[src/sv/imm_pkg.sv]
package imm_pkg;

  localparam int DIM_W     = 4;
  localparam int IDX_W     = 3;
  localparam int VAL_W     = 16;
  localparam int ACC_W     = 34;
  localparam int CFG_IDX_W = 2;

  typedef logic [DIM_W-1:0]        dim_t;
  typedef logic [IDX_W-1:0]        idx_t;
  typedef logic [1:0]              req_t;
  typedef logic [CFG_IDX_W-1:0]    cfg_idx_t;
  typedef logic signed [VAL_W-1:0] val_t;
  typedef logic signed [ACC_W-1:0] acc_t;

  localparam req_t REQ_WRITE_A = 2'd0;
  localparam req_t REQ_WRITE_B = 2'd1;
  localparam req_t REQ_COMPUTE = 2'd2;

  localparam cfg_idx_t CFG_ROWS_OF_A  = 2'd0;
  localparam cfg_idx_t CFG_INNER_SIZE = 2'd1;
  localparam cfg_idx_t CFG_COLS_OF_B  = 2'd2;

  localparam dim_t DIM_RESET = 4'd8;

  typedef enum logic [2:0] {
    ST_IDLE,
    ST_START,
    ST_CLEAR,
    ST_READ,
    ST_MUL,
    ST_ACC,
    ST_WAIT,
    ST_EMIT
  } step_t;

  typedef enum logic [2:0] {
    CND_NEVER,
    CND_COMPUTE_REQ,
    CND_EMPTY_RUN,
    CND_NK_ZERO,
    CND_K_MORE,
    CND_OUT_BUSY,
    CND_RUN_DONE
  } cond_t;

  typedef struct packed {
    logic in_rdy;
    logic ij_clr;
    logic acc_clr;
    logic k_clr;
    logic mul_en;
    logic k_inc;
    logic acc_en;
    logic emit;
    logic ij_adv;
  } ctrl_t;

  typedef struct packed {
    ctrl_t ctrl;
    cond_t cond;
    step_t jump_to;
    step_t next_seq;
  } uword_t;

  typedef struct packed {
    logic compute_req;
    logic empty_run;
    logic nk_zero;
    logic k_more;
    logic out_busy;
    logic run_done;
  } stat_t;

  typedef struct packed {
    dim_t nr;
    dim_t nk;
    dim_t nc;
  } dims_t;

  // Microprogram: one control word per step, a conditional jump and a fall-through step.
  function automatic uword_t ucode(input step_t step);
    uword_t w;
    w = '0;
    unique case (step)
      ST_IDLE: begin
        w.ctrl.in_rdy = 1'b1;
        w.cond        = CND_COMPUTE_REQ;
        w.jump_to     = ST_START;
        w.next_seq    = ST_IDLE;
      end
      ST_START: begin
        w.ctrl.ij_clr = 1'b1;
        w.cond        = CND_EMPTY_RUN;
        w.jump_to     = ST_IDLE;
        w.next_seq    = ST_CLEAR;
      end
      ST_CLEAR: begin
        w.ctrl.acc_clr = 1'b1;
        w.ctrl.k_clr   = 1'b1;
        w.cond         = CND_NK_ZERO;
        w.jump_to      = ST_WAIT;
        w.next_seq     = ST_READ;
      end
      ST_READ: begin
        w.cond     = CND_NEVER;
        w.jump_to  = ST_MUL;
        w.next_seq = ST_MUL;
      end
      ST_MUL: begin
        w.ctrl.mul_en = 1'b1;
        w.ctrl.k_inc  = 1'b1;
        w.cond        = CND_NEVER;
        w.jump_to     = ST_ACC;
        w.next_seq    = ST_ACC;
      end
      ST_ACC: begin
        w.ctrl.acc_en = 1'b1;
        w.cond        = CND_K_MORE;
        w.jump_to     = ST_MUL;
        w.next_seq    = ST_WAIT;
      end
      ST_WAIT: begin
        w.cond     = CND_OUT_BUSY;
        w.jump_to  = ST_WAIT;
        w.next_seq = ST_EMIT;
      end
      ST_EMIT: begin
        w.ctrl.emit   = 1'b1;
        w.ctrl.ij_adv = 1'b1;
        w.cond        = CND_RUN_DONE;
        w.jump_to     = ST_IDLE;
        w.next_seq    = ST_CLEAR;
      end
    endcase
    return w;
  endfunction

endpackage

[src/sv/imm_channels.sv]
interface imm_in_if;
  logic              valid;
  logic              ready;
  imm_pkg::req_t     req_type;
  imm_pkg::idx_t     elem_row;
  imm_pkg::idx_t     elem_col;
  imm_pkg::val_t     elem_value;

  modport source (output valid, output req_type, output elem_row, output elem_col,
                  output elem_value, input ready);
  modport sink (input valid, input req_type, input elem_row, input elem_col,
                input elem_value, output ready);
endinterface

interface imm_out_if;
  logic              valid;
  logic              ready;
  imm_pkg::idx_t     out_row;
  imm_pkg::idx_t     out_col;
  imm_pkg::acc_t     product_value;
  logic              last_of_run;

  modport source (output valid, output out_row, output out_col, output product_value,
                  output last_of_run, input ready);
  modport sink (input valid, input out_row, input out_col, input product_value,
                input last_of_run, output ready);
endinterface

interface imm_cfg_if;
  logic              valid;
  logic              ready;
  imm_pkg::cfg_idx_t index;
  imm_pkg::dim_t     data;

  modport source (output valid, output index, output data, input ready);
  modport sink (input valid, input index, input data, output ready);
endinterface

[src/sv/imm_ram.sv]
module imm_ram #(
  parameter int WIDTH = 16,
  parameter int DEPTH = 64,
  localparam int AW = (DEPTH > 1) ? $clog2(DEPTH) : 1
) (
  input  logic             clk,
  input  logic             we,
  input  logic [AW-1:0]    addr,
  input  logic [WIDTH-1:0] wdata,
  output logic [WIDTH-1:0] rdata
);

  logic [WIDTH-1:0] mem [DEPTH];

  always_ff @(posedge clk) begin
    if (we) begin
      mem[addr] <= wdata;
    end
    rdata <= mem[addr];
  end

endmodule

[src/sv/imm_sequencer.sv]
module imm_sequencer (
  input  logic           clk,
  input  logic           rst_n,
  input  imm_pkg::stat_t stat,
  output imm_pkg::ctrl_t ctrl
);

  imm_pkg::step_t  step_r;
  imm_pkg::step_t  step_nxt;
  imm_pkg::uword_t uword;
  logic            cond_hit;

  always_comb begin
    uword = imm_pkg::ucode(step_r);
  end

  always_comb begin
    unique case (uword.cond)
      imm_pkg::CND_NEVER:       cond_hit = 1'b0;
      imm_pkg::CND_COMPUTE_REQ: cond_hit = stat.compute_req;
      imm_pkg::CND_EMPTY_RUN:   cond_hit = stat.empty_run;
      imm_pkg::CND_NK_ZERO:     cond_hit = stat.nk_zero;
      imm_pkg::CND_K_MORE:      cond_hit = stat.k_more;
      imm_pkg::CND_OUT_BUSY:    cond_hit = stat.out_busy;
      imm_pkg::CND_RUN_DONE:    cond_hit = stat.run_done;
      default:                  cond_hit = 1'b0;
    endcase
    step_nxt = cond_hit ? uword.jump_to : uword.next_seq;
  end

  always_comb begin
    ctrl = uword.ctrl;
  end

  always_ff @(posedge clk) begin
    if (!rst_n) begin
      step_r <= imm_pkg::ST_IDLE;
    end else begin
      step_r <= step_nxt;
    end
  end

endmodule

[src/sv/imm_datapath.sv]
module imm_datapath #(
  parameter int MAX_DIM    = 8,
  parameter int ELEM_WIDTH = 16
) (
  input  logic            clk,
  input  logic            rst_n,
  input  imm_pkg::ctrl_t  ctrl,
  input  imm_pkg::dims_t  dims,
  output imm_pkg::stat_t  stat,
  imm_in_if.sink          in_ch,
  imm_out_if.source       out_ch
);

  localparam int DEPTH = MAX_DIM * MAX_DIM;
  localparam int AW    = (DEPTH > 1) ? $clog2(DEPTH) : 1;
  localparam int IW    = (MAX_DIM > 1) ? $clog2(MAX_DIM) : 1;
  localparam int PW    = 2 * ELEM_WIDTH;
  localparam int SW    = ((PW > imm_pkg::ACC_W) ? PW : imm_pkg::ACC_W) + 1;
  localparam int AccW  = imm_pkg::ACC_W;

  logic [IW-1:0]            i_r, i_nxt;
  logic [IW-1:0]            j_r, j_nxt;
  imm_pkg::dim_t            k_r, k_nxt;
  logic                     in_acc, in_range, we_a, we_b;
  logic [AW-1:0]            wr_addr, rd_addr_a, rd_addr_b, addr_a, addr_b;
  logic [ELEM_WIDTH-1:0]    wr_data, rd_a, rd_b;
  logic signed [PW-1:0]     prod_r;
  logic signed [SW-1:0]     sum;
  imm_pkg::acc_t            acc_sat, acc_r, acc_nxt;
  logic                     i_last, j_last;
  logic                     out_valid_r, out_valid_nxt;
  imm_pkg::idx_t            out_row_r, out_col_r;
  imm_pkg::acc_t            out_val_r;
  logic                     out_last_r;

  assign in_ch.ready = ctrl.in_rdy;
  assign in_acc      = in_ch.valid && ctrl.in_rdy;
  assign in_range    = (imm_pkg::dim_t'(in_ch.elem_row) < imm_pkg::dim_t'(MAX_DIM)) &&
                       (imm_pkg::dim_t'(in_ch.elem_col) < imm_pkg::dim_t'(MAX_DIM));
  assign we_a        = in_acc && in_range && (in_ch.req_type == imm_pkg::REQ_WRITE_A);
  assign we_b        = in_acc && in_range && (in_ch.req_type == imm_pkg::REQ_WRITE_B);
  assign wr_data     = ELEM_WIDTH'(in_ch.elem_value);
  assign wr_addr     = AW'(in_ch.elem_row[IW-1:0]) * AW'(MAX_DIM) + AW'(in_ch.elem_col[IW-1:0]);
  assign rd_addr_a   = AW'(i_r) * AW'(MAX_DIM) + AW'(k_r[IW-1:0]);
  assign rd_addr_b   = AW'(k_r[IW-1:0]) * AW'(MAX_DIM) + AW'(j_r);
  assign addr_a      = ctrl.in_rdy ? wr_addr : rd_addr_a;
  assign addr_b      = ctrl.in_rdy ? wr_addr : rd_addr_b;

  imm_ram #(.WIDTH(ELEM_WIDTH), .DEPTH(DEPTH)) u_store_a (
    .clk   (clk),
    .we    (we_a),
    .addr  (addr_a),
    .wdata (wr_data),
    .rdata (rd_a)
  );

  imm_ram #(.WIDTH(ELEM_WIDTH), .DEPTH(DEPTH)) u_store_b (
    .clk   (clk),
    .we    (we_b),
    .addr  (addr_b),
    .wdata (wr_data),
    .rdata (rd_b)
  );

  assign i_last = imm_pkg::dim_t'(i_r) == (dims.nr - imm_pkg::dim_t'(1));
  assign j_last = imm_pkg::dim_t'(j_r) == (dims.nc - imm_pkg::dim_t'(1));

  always_comb begin
    i_nxt = i_r;
    j_nxt = j_r;
    if (ctrl.ij_clr) begin
      i_nxt = '0;
      j_nxt = '0;
    end else if (ctrl.ij_adv) begin
      if (j_last) begin
        j_nxt = '0;
        i_nxt = i_r + IW'(1);
      end else begin
        j_nxt = j_r + IW'(1);
      end
    end
  end

  always_comb begin
    k_nxt = k_r;
    if (ctrl.k_clr) begin
      k_nxt = '0;
    end else if (ctrl.k_inc) begin
      k_nxt = k_r + imm_pkg::dim_t'(1);
    end
  end

  // The sum saturates to the accumulator range when the bits above its sign disagree.
  always_comb begin
    sum = SW'(acc_r) + SW'(prod_r);
    if ((sum[SW-1:AccW-1] == '0) || (sum[SW-1:AccW-1] == '1)) begin
      acc_sat = sum[AccW-1:0];
    end else if (sum[SW-1]) begin
      acc_sat = {1'b1, {(AccW-1){1'b0}}};
    end else begin
      acc_sat = {1'b0, {(AccW-1){1'b1}}};
    end
  end

  always_comb begin
    acc_nxt = acc_r;
    if (ctrl.acc_clr) begin
      acc_nxt = '0;
    end else if (ctrl.acc_en) begin
      acc_nxt = acc_sat;
    end
  end

  always_comb begin
    out_valid_nxt = out_valid_r;
    if (ctrl.emit) begin
      out_valid_nxt = 1'b1;
    end else if (out_ch.ready) begin
      out_valid_nxt = 1'b0;
    end
  end

  always_ff @(posedge clk) begin
    if (!rst_n) begin
      acc_r       <= '0;
      out_valid_r <= 1'b0;
    end else begin
      acc_r       <= acc_nxt;
      out_valid_r <= out_valid_nxt;
    end
  end

  always_ff @(posedge clk) begin
    i_r <= i_nxt;
    j_r <= j_nxt;
    k_r <= k_nxt;
    if (ctrl.mul_en) begin
      prod_r <= $signed(rd_a) * $signed(rd_b);
    end
    if (ctrl.emit) begin
      out_row_r  <= imm_pkg::idx_t'(i_r);
      out_col_r  <= imm_pkg::idx_t'(j_r);
      out_val_r  <= acc_r;
      out_last_r <= i_last && j_last;
    end
  end

  assign stat.compute_req = in_acc && (in_ch.req_type == imm_pkg::REQ_COMPUTE);
  assign stat.empty_run   = (dims.nr == '0) || (dims.nc == '0);
  assign stat.nk_zero     = dims.nk == '0;
  assign stat.k_more      = k_r < dims.nk;
  assign stat.out_busy    = out_valid_r && !out_ch.ready;
  assign stat.run_done    = i_last && j_last;

  assign out_ch.valid         = out_valid_r;
  assign out_ch.out_row       = out_row_r;
  assign out_ch.out_col       = out_col_r;
  assign out_ch.product_value = out_val_r;
  assign out_ch.last_of_run   = out_last_r;

endmodule

[src/sv/integer_matrix_multiply_core.sv]
// Integer matrix multiplier with a microcoded sequencer.
// The input channel carries one request per beat: a write of one element of A
// or of B at a given row and column, or a compute request. Writes are
// accepted back to back; a write outside the stores is
// dropped. A compute request forms C = A times B over the configured sizes and
// sends one beat per C element in row-major order, the final one marked last.
// Each C element runs through the sequencer steps clear, one read, then a
// multiply step and an accumulate step per inner term through the two
// single-port stores, then hand-over; when the inner size is zero, the read,
// multiply and accumulate steps are skipped. Each request adds a start step.
// Sums saturate to 34 bits. The configuration channel is always ready and is
// to be written only while no request is in progress.
// When the receiver stalls, the sequencer holds with the next product ready
// until the output register is free; no input is taken during a compute run.
// Synchronous reset returns the sequencer to idle, empties the output register
// and sets all three sizes to eight. Store contents are undefined until written.
module integer_matrix_multiply_core #(
  parameter int MAX_DIM    = 8,
  parameter int ELEM_WIDTH = 16
) (
  input  logic      clk,
  input  logic      rst_n,
  imm_in_if.sink    in_ch,
  imm_out_if.source out_ch,
  imm_cfg_if.sink   cfg_ch
);

  imm_pkg::dim_t  rows_r, inner_r, cols_r;
  imm_pkg::dims_t dims;
  imm_pkg::ctrl_t ctrl;
  imm_pkg::stat_t stat;

  assign cfg_ch.ready = 1'b1;

  always_ff @(posedge clk) begin
    if (!rst_n) begin
      rows_r  <= imm_pkg::DIM_RESET;
      inner_r <= imm_pkg::DIM_RESET;
      cols_r  <= imm_pkg::DIM_RESET;
    end else if (cfg_ch.valid) begin
      unique case (cfg_ch.index)
        imm_pkg::CFG_ROWS_OF_A:  rows_r  <= cfg_ch.data;
        imm_pkg::CFG_INNER_SIZE: inner_r <= cfg_ch.data;
        imm_pkg::CFG_COLS_OF_B:  cols_r  <= cfg_ch.data;
        default: ;
      endcase
    end
  end

  assign dims.nr = (rows_r > imm_pkg::dim_t'(MAX_DIM)) ? imm_pkg::dim_t'(MAX_DIM) : rows_r;
  assign dims.nk = (inner_r > imm_pkg::dim_t'(MAX_DIM)) ? imm_pkg::dim_t'(MAX_DIM) : inner_r;
  assign dims.nc = (cols_r > imm_pkg::dim_t'(MAX_DIM)) ? imm_pkg::dim_t'(MAX_DIM) : cols_r;

  imm_sequencer u_seq (
    .clk   (clk),
    .rst_n (rst_n),
    .stat  (stat),
    .ctrl  (ctrl)
  );

  imm_datapath #(.MAX_DIM(MAX_DIM), .ELEM_WIDTH(ELEM_WIDTH)) u_dp (
    .clk    (clk),
    .rst_n  (rst_n),
    .ctrl   (ctrl),
    .dims   (dims),
    .stat   (stat),
    .in_ch  (in_ch),
    .out_ch (out_ch)
  );

endmodule
[src/flat_wrapper.sv]
// flat-port wrapper written by rule: the top's interface ports become plain ports
module integer_matrix_multiply_core_flat 
#(
  parameter int MAX_DIM    = 8,
  parameter int ELEM_WIDTH = 16
)
  (clk, rst_n, in_ch_valid, in_ch_req_type, in_ch_elem_row, in_ch_elem_col, in_ch_elem_value, in_ch_ready, out_ch_valid, out_ch_out_row, out_ch_out_col, out_ch_product_value, out_ch_last_of_run, out_ch_ready, cfg_ch_valid, cfg_ch_index, cfg_ch_data, cfg_ch_ready);
  imm_in_if in_ch_i ();
  imm_out_if out_ch_i ();
  imm_cfg_if cfg_ch_i ();
  input  logic clk;
  input  logic rst_n;
  input wire logic [$bits(in_ch_i.valid)-1:0] in_ch_valid;
  input wire logic [$bits(in_ch_i.req_type)-1:0] in_ch_req_type;
  input wire logic [$bits(in_ch_i.elem_row)-1:0] in_ch_elem_row;
  input wire logic [$bits(in_ch_i.elem_col)-1:0] in_ch_elem_col;
  input wire logic [$bits(in_ch_i.elem_value)-1:0] in_ch_elem_value;
  output wire logic [$bits(in_ch_i.ready)-1:0] in_ch_ready;
  output wire logic [$bits(out_ch_i.valid)-1:0] out_ch_valid;
  output wire logic [$bits(out_ch_i.out_row)-1:0] out_ch_out_row;
  output wire logic [$bits(out_ch_i.out_col)-1:0] out_ch_out_col;
  output wire logic [$bits(out_ch_i.product_value)-1:0] out_ch_product_value;
  output wire logic [$bits(out_ch_i.last_of_run)-1:0] out_ch_last_of_run;
  input wire logic [$bits(out_ch_i.ready)-1:0] out_ch_ready;
  input wire logic [$bits(cfg_ch_i.valid)-1:0] cfg_ch_valid;
  input wire logic [$bits(cfg_ch_i.index)-1:0] cfg_ch_index;
  input wire logic [$bits(cfg_ch_i.data)-1:0] cfg_ch_data;
  output wire logic [$bits(cfg_ch_i.ready)-1:0] cfg_ch_ready;
  assign in_ch_i.valid = in_ch_valid;
  assign in_ch_i.req_type = in_ch_req_type;
  assign in_ch_i.elem_row = in_ch_elem_row;
  assign in_ch_i.elem_col = in_ch_elem_col;
  assign in_ch_i.elem_value = in_ch_elem_value;
  assign in_ch_ready = in_ch_i.ready;
  assign out_ch_valid = out_ch_i.valid;
  assign out_ch_out_row = out_ch_i.out_row;
  assign out_ch_out_col = out_ch_i.out_col;
  assign out_ch_product_value = out_ch_i.product_value;
  assign out_ch_last_of_run = out_ch_i.last_of_run;
  assign out_ch_i.ready = out_ch_ready;
  assign cfg_ch_i.valid = cfg_ch_valid;
  assign cfg_ch_i.index = cfg_ch_index;
  assign cfg_ch_i.data = cfg_ch_data;
  assign cfg_ch_ready = cfg_ch_i.ready;
  integer_matrix_multiply_core #(.MAX_DIM(MAX_DIM), .ELEM_WIDTH(ELEM_WIDTH)) u_core (.clk(clk), .rst_n(rst_n), .in_ch(in_ch_i), .out_ch(out_ch_i), .cfg_ch(cfg_ch_i));
endmodule
[config.mk]
export PLATFORM = sky130hd
export DESIGN_NAME = integer_matrix_multiply_core_flat
export DESIGN_NICKNAME = d
export VERILOG_FILES = /design/src/sv/imm_pkg.sv /design/src/sv/imm_channels.sv /design/src/sv/imm_ram.sv /design/src/sv/imm_sequencer.sv /design/src/sv/imm_datapath.sv /design/src/sv/integer_matrix_multiply_core.sv /design/src/flat_wrapper.sv
export SDC_FILE = /design/constraint.sdc
export NUM_CORES = 2
export LEC_CHECK = 0
export BUFFER_PORTS_ARGS = -buffer_cell sky130_fd_sc_hd__buf_2
export CORE_MARGIN = 10
export CORE_UTILIZATION = 58
export CTS_CLUSTER_SIZE = 10
export DETAILED_ROUTE_END_ITERATION = 8
export MAX_ROUTING_LAYER = met4
export PLACE_DENSITY = 0.74
export SLEW_MARGIN = 10
export SYNTH_ARGS = -nofsm -noshare
export SYNTH_HDL_FRONTEND = slang
export SYNTH_SLANG_ARGS = --single-unit
[constraint.sdc]
create_clock -name clk -period 8.9 [get_ports clk]
set_input_delay 0.445 -clock clk [delete_from_list [all_inputs] [get_ports clk]]
set_output_delay 0.445 -clock clk [all_outputs]
set_load 0.005 [all_outputs]
Word-level counts from Yosys, hierarchy flattened --
Memory sizes are Yosys's and may differ from the RTL's. A register that Yosys moved wholly into a read port is not among the register bits. Index checks and enable logic that the tools add are counted.
Storage, ports and cells: register bits 133, latch bits 0, RAM bits 2048, ROM bits 0, input port bits 35, output and inout port bits 44, logic and storage cells 96, memories kept 2
Cells by class: add/subtract/negate cells 9, multipliers 1, div/mod/pow operators 0, order comparisons 4, eq/ne operators 20, shifts and indexed selects 0, mux-type cells 23, bitwise gates (word level) 1, reductions and logical operators 22
Memory list:
- u_core.u_dp.u_store_a.mem | depth 64, bits a word 16, read ports 1, clocked after Yosys merged registers in 1, wr ports 1, RTL line imm_ram.sv:13 | logic [WIDTH-1:0] mem [DEPTH];
- u_core.u_dp.u_store_b.mem | depth 64, bits a word 16, read ports 1, clocked after Yosys merged registers in 1, wr ports 1, RTL line imm_ram.sv:13
Operators by type and width (count):
- 9-bit one-hot mux with 8 select lines | 1
- 34-bit two-way mux | 2
- 34-bit by 32-bit adder with 35-bit output | 1
- 16-bit by 16-bit multiplier with 32-bit output | 1
- 3-bit == test (second input constant) | 7
- 6-bit by 3-bit adder with 6-bit output | 3
- 3-bit by 2-bit == test with 1-bit output (second input constant) | 4
- 4-bit > comparator (second input constant) | 3
- 4-bit logical NOT | 3
- 4-bit two-way mux | 3
- 6-bit two-way mux | 2
- 1-bit two-way mux | 9
- 3-bit by 4-bit == test with 1-bit output | 2
- 2-bit AND reduction | 4
- 4-bit by 1-bit subtractor with 4-bit output (second input constant) | 2
- 3-bit by 1-bit adder with 3-bit output (second input constant) | 2
- 2-bit == test (second input constant) | 3
- 3-bit by 1-bit == test with 1-bit output (second input constant) | 2
- 1-bit logical AND | 6
- 2-bit logical NOT | 3
- 2-bit two-way mux | 3
- 3-bit two-way mux | 2
- 1-bit one-hot mux with 6 select lines | 1
- 4-bit by 1-bit adder with 4-bit output (second input constant) | 1
- other kinds (8) | 10

Depth between registers and ports, before layout --
word-level depth 7, gate-level depth with buffers 26, depth with buffers taken out 25

Cells and area by module --
A second synthesis with hierarchy kept.
Second synthesis, totals: cell total of the unflattened synthesis 6328, area, all modules 95833.2 um^2
Modules (own cells, without submodules):
- imm_ram | times used 2, cells each 2264, area each 39480.4 um^2, seq. area each 31069.8 um^2
- imm_datapath | times used 1, cells each 1713, area each 16082.9 um^2, seq. area each 3093.0 um^2
- integer_matrix_multiply_core | times used 1, cells each 60, area each 548.0 um^2, seq. area each 240.2 um^2
- imm_sequencer | times used 1, cells each 27, area each 241.5 um^2, seq. area each 60.1 um^2

Worst setup path after synthesis --
OpenSTA, ideal clock, no wires.
path kind register to register, start reg u_core.u_dp.u_store_b.rdata[7], read port of u_core.u_dp.u_store_b.mem, end reg u_core.u_dp.prod_r[30] (data pin), library setup time 0.257 ns, data arrival time 5.988 ns, required time 8.643 ns, setup slack 2.655 ns, cell stages (with the launch flop) 24, path buffers 1, clock period less this slack 6.245 ns, cells stage by stage dfxtp_1 -> clkbuf_1 -> nand2_1 -> fa_1 -> inv_1 -> fa_1 -> inv_1 -> fa_1 -> inv_1 -> fa_1 -> fa_1 -> inv_1 -> fa_1 -> inv_1 -> ha_1 -> and3_1 -> a221o_1 -> o21ai_0 -> and2_1 -> a21oi_1 -> o221a_2 -> a211o_1 -> a21o_1 -> xor2_1
Between the ends: cells in the longest elaborated chain, start to end 1
Ends and longest elaborated chain:
- from (decl) | RTL line imm_ram.sv:10 | output logic [WIDTH-1:0] rdata
- 16-bit by 16-bit multiplier with 32-bit output | RTL line imm_datapath.sv:138 | prod_r <= $signed(rd_a) * $signed(rd_b);
- to (signal assigned) | RTL line imm_datapath.sv:138
- to (decl) | RTL line imm_datapath.sv:27 | logic signed [PW-1:0] prod_r;
No other way between the ends. A chain may end at the register's enable or synchronous reset.

Final worst setup path --
start reg u_core.u_dp.u_store_a.rdata[10], read port of u_core.u_dp.u_store_a.mem, end reg u_core.u_dp.prod_r[30] (data pin)
Between the ends: cells in the longest elaborated chain, start to end 1
Ends and longest elaborated chain (RTL line):
- from (decl) | imm_ram.sv:10
- 16-bit by 16-bit multiplier with 32-bit output | imm_datapath.sv:138
No other way between the ends.

==> results by group <==
Worst setup path
  – Reg2reg start: u_core.u_dp.u_store_a.rdata[10]$_DFF_P_
  – Worst Path Arrival: 7440 ps
  – Setup crit start: u_core.u_dp.u_store_a.rdata[10]$_DFF_P_
  – Crit path max fanout: 16
  – End of the critical path: u_core.u_dp.prod_r[30]$_DFFE_PP_
  – Reg2reg path depth: 21
  – CP Data Required Time: 9500 ps
  – R2R Setup Slk: 2050 ps
  – Startpoint Class: register
  – CP Class: reg -> reg
  – R2r endpoint: u_core.u_dp.prod_r[30]$_DFFE_PP_
  – Critical path capture point type: register

Route
  – Number of detailed-route iterations in the first pass: 7
  – Post-DRT Antenna Nets: 1
  – Vias: 58762
  – Routed wire length: 266 mm
  – Drt drc: 0
  – WL/cell: 31.1 microns
  – Drt first-iter violations: 10349
  – Via/cell ratio: 6.88

Logic synthesis
  – Main combinational cell family by area after synthesis: compound AO/OA/AOI/OAI gates
  – Syn Inst Count: 6188
  – Register area share after synthesis: 70.4%
  – Synth unique cells: 77
  – XOR/XNOR share of the synthesized area: 0.621%
  – Post-synth EDFFs: 2121
  – Ys flop type: edfxtp_1
  – #FFs+latches synth: 2213
  – Ys Warns: 0
  – Netlist Area Pre-Place: 93000 sq um
  – Synth Area in Compound Gates: 12.6%
  – Simple-Gate Fraction of Synth Area: 5.52%
  – Adder-cell share of the synthesized area: 7.38%
  – Asr flop ratio synth: 0%
  – Syn avg cell area: 15.0 sq um
  – Post-synthesis mux area share: 0.662%
  – Post-synthesis net count: 6611

Global routing
  – First-pass GRT wire length: 386 mm
  – GRT Resource Usage Total: 30.6%
  – Vias in the first global route: 56672
  – Antenna violations before repair: 18
  – Total gr overflow: 0
  – Pin count of the biggest net entering global routing: 107

Floorplan
  – Placement Rows: 146
  – Die Wd: 421 microns
  – Core area: 159000 sq um
  – Starting Density: 58.5%
  – Die Area: 177000 sq um
  – I/O pin cnt: 79
  – Die height: 421 microns

Timing
  – Fin crit share: 76.9%
  – Crit path time final: 6850 ps
  – Final setup skew: 74.6 ps
  – Final setup violation count: 0
  – Tightest Pin Transition: 1380 ps
  – Pins over their slew limit: 0
  – Rel. slew slack: 7.21%
  – Final setup TNS: 0 ps
  – Max Clock Freq: 146 MHz
  – RSZ-0062 raised after global routing: no
  – Fin. Hold Viols: 0

Finish
  – Most common cell after layout, fill and taps aside: edfxtp_1
  – Fin nets: 6829
  – Ratio of cells with drive above 1 in the final layout: 10.0%
  – Most frequent cells in the layout: 2121 x edfxtp_1, 562 x nand2_1, 423 x a22oi_1
  – Area overhead of the layout relative to synthesis: 11.1%

Clocking
  – Clk sinks: 2213
  – H-tree level count: 4
  – CTS max path bufs: 3
  – Reg clk slew, reported paths: 60 ps
  – Worst skew pair latency: 880 ps
  – CTS tree: done
  – CTS resizes: 0
  – Total CTS buffers: 241
  – Root buffer cell: clkbuf_16

Power and ir drop
  – VDD IR max: 1320 uV
  – Post-layout total power: 43.6 mW
  – Leakage power: 34.8 nW
  – Pwr dens: 422 nW/um^2

Placed design
  – Port Buf Inserts: 77
  – Detailed Place HPWL: 157 mm
  – Routability cong.: 0.947

Worst hold path
  – Tightest Hold Check Type: in -> reg

Status
  – Failing checks: antenna violations
  – Status: finished, violations left

Job
  – Max-Cap Viols: 0
[critical path, stage by stage, from the launching register on]
cell     delay [ps]
dfxtp_1         800
nand2_1         160
fa_1            520
fa_1            540
fa_1            530
inv_1            60
fa_1            490
fa_1            490
inv_1            50
fa_1            470
inv_1            40
ha_1            340
a21oi_1         150
o21ai_0         150
a221o_1         310
o21ai_0         210
and2_1          250
a21oi_1         120
o221a_2         310
a211o_1         280
a21o_1          190
xor2_1          130
[stage by stage]
step	setup slack, ps	hold slack, ps	instances	instance area, sq um	utilization, %
floorplan	2660	429	6188	93000	-
global placement	2160	445	8226	96700	60.9
detailed placement	2120	453	8226	96700	60.9
CTS	2110	2.68	8525	103000	65.0
global route	1680	63.9	8536	103000	65.1
finish	2050	36.1	8543	103000	65.1
[how the worst min path moves through the flow]
| stage | end | cells past startpoint | from |
|---|---|---|---|
| final | u_core.rows_r[1]$_SDFFE_PN0P_ | 4 | cfg_ch_index[1] |
| after global routing | u_core.rows_r[1]$_SDFFE_PN0P_ | 4 | cfg_ch_index[1] |
| after CTS | u_core.rows_r[1]$_SDFFE_PN0P_ | 4 | cfg_ch_index[1] |
| after detailed placement | u_core.u_dp.out_ch.product_value[6]$_DFFE_PP_ | 0 | u_core.u_dp.acc_r[6]$_SDFFE_PP0P_ |
| after global placement | u_core.u_dp.out_ch.product_value[31]$_DFFE_PP_ | 0 | u_core.u_dp.acc_r[31]$_SDFFE_PP0P_ |
| after floorplan | u_core.u_dp.out_ch.product_value[0]$_DFFE_PP_ | 0 | u_core.u_dp.acc_r[0]$_SDFFE_PP0P_ |
[synth_stat cells, types with 24 or more instances]
| master | instances | area share [%] |
|---|---|---|
| edfxtp_1 | 2121 | 68 |
| nand2_1 | 563 | 2.3 |
| a22oi_1 | 423 | 3.4 |
| a21oi_1 | 347 | 1.9 |
| inv_1 | 300 | 1.2 |
| fa_1 | 263 | 5.7 |
| nor2_1 | 255 | 1.0 |
| a221oi_1 | 192 | 1.8 |
| clkbuf_1 | 176 | 0.71 |
| a22o_1 | 148 | 1.4 |
| o21ai_0 | 141 | 0.76 |
| and2_1 | 130 | 0.87 |
| ha_1 | 125 | 1.7 |
| a31oi_1 | 119 | 0.80 |
| dfxtp_1 | 92 | 2.0 |
| buf_2 | 90 | 0.48 |
| buf_1 | 73 | 0.29 |
| a211oi_1 | 60 | 0.48 |
| xnor2_1 | 51 | 0.48 |
| nand3_1 | 47 | 0.25 |
| o22ai_1 | 39 | 0.26 |
| nor3_1 | 34 | 0.18 |
| mux2i_1 | 33 | 0.35 |
| nand4_1 | 32 | 0.22 |
| a222oi_1 | 31 | 0.33 |
| a41oi_1 | 25 | 0.24 |
| a21o_1 | 24 | 0.19 |
[repair_timing]
action / 4_1_cts / 5_1_grt
setup buffers: 0 / 0
endpoints found under the setup margin: 0 / 0
hold endpoints to repair: 41 / 0
hold buffers: 9 / 0
[registers in the layout, summed over array words and instances (netlist names), 16 cells and up]
signal                            cells
u_core.u_dp.u_store_b.mem          1024
u_core.u_dp.u_store_a.mem          1024
u_core.u_dp.u_store_a.rdata          16
u_core.u_dp.out_ch.product_value     34
u_core.u_dp.acc_r                    34
u_core.u_dp.prod_r                   32
u_core.u_dp.u_store_b.rdata          16
[report_power, final]
group	switching [mW]	total, mW	internal, mW
logic	12.7	22.0	9.34
clock network	3.78	8.64	4.86
registers	0.329	12.9	12.6
[cell type report]
type	count	area [sq um]
diodes	18	45.0
clock buffers	274	6230
clock inverters	16	317
fillers	10799	55500
inverters	301	1130
multi-input cells	3324	25100
flip-flops and latches	2213	65500
well taps	2072	2590
repair buffers	325	2410
[kinds of logic (layout without fill, tap and decap cells)]
kind of cell | count (synthesis) | count (layout)
buf+inv | 651 | 916
flops | 2213 | 2213
compound gates | 1662 | 1662
fa+ha+maj | 392 | 392
xor+xnor | 66 | 66
mux | 46 | 46
other cells | 1 | 19
simple gates | 1157 | 1157
[per-layer routing]
metal,global-route usage (%),up-vias,routed length [microns]
li1,-,24233,-
met2,44.8,4658,119000
met5,-,-,0
met4,12.6,0,12500
met3,7.76,687,37600
met1,41.1,29184,96400
Power figures use the tool's default switching activity.
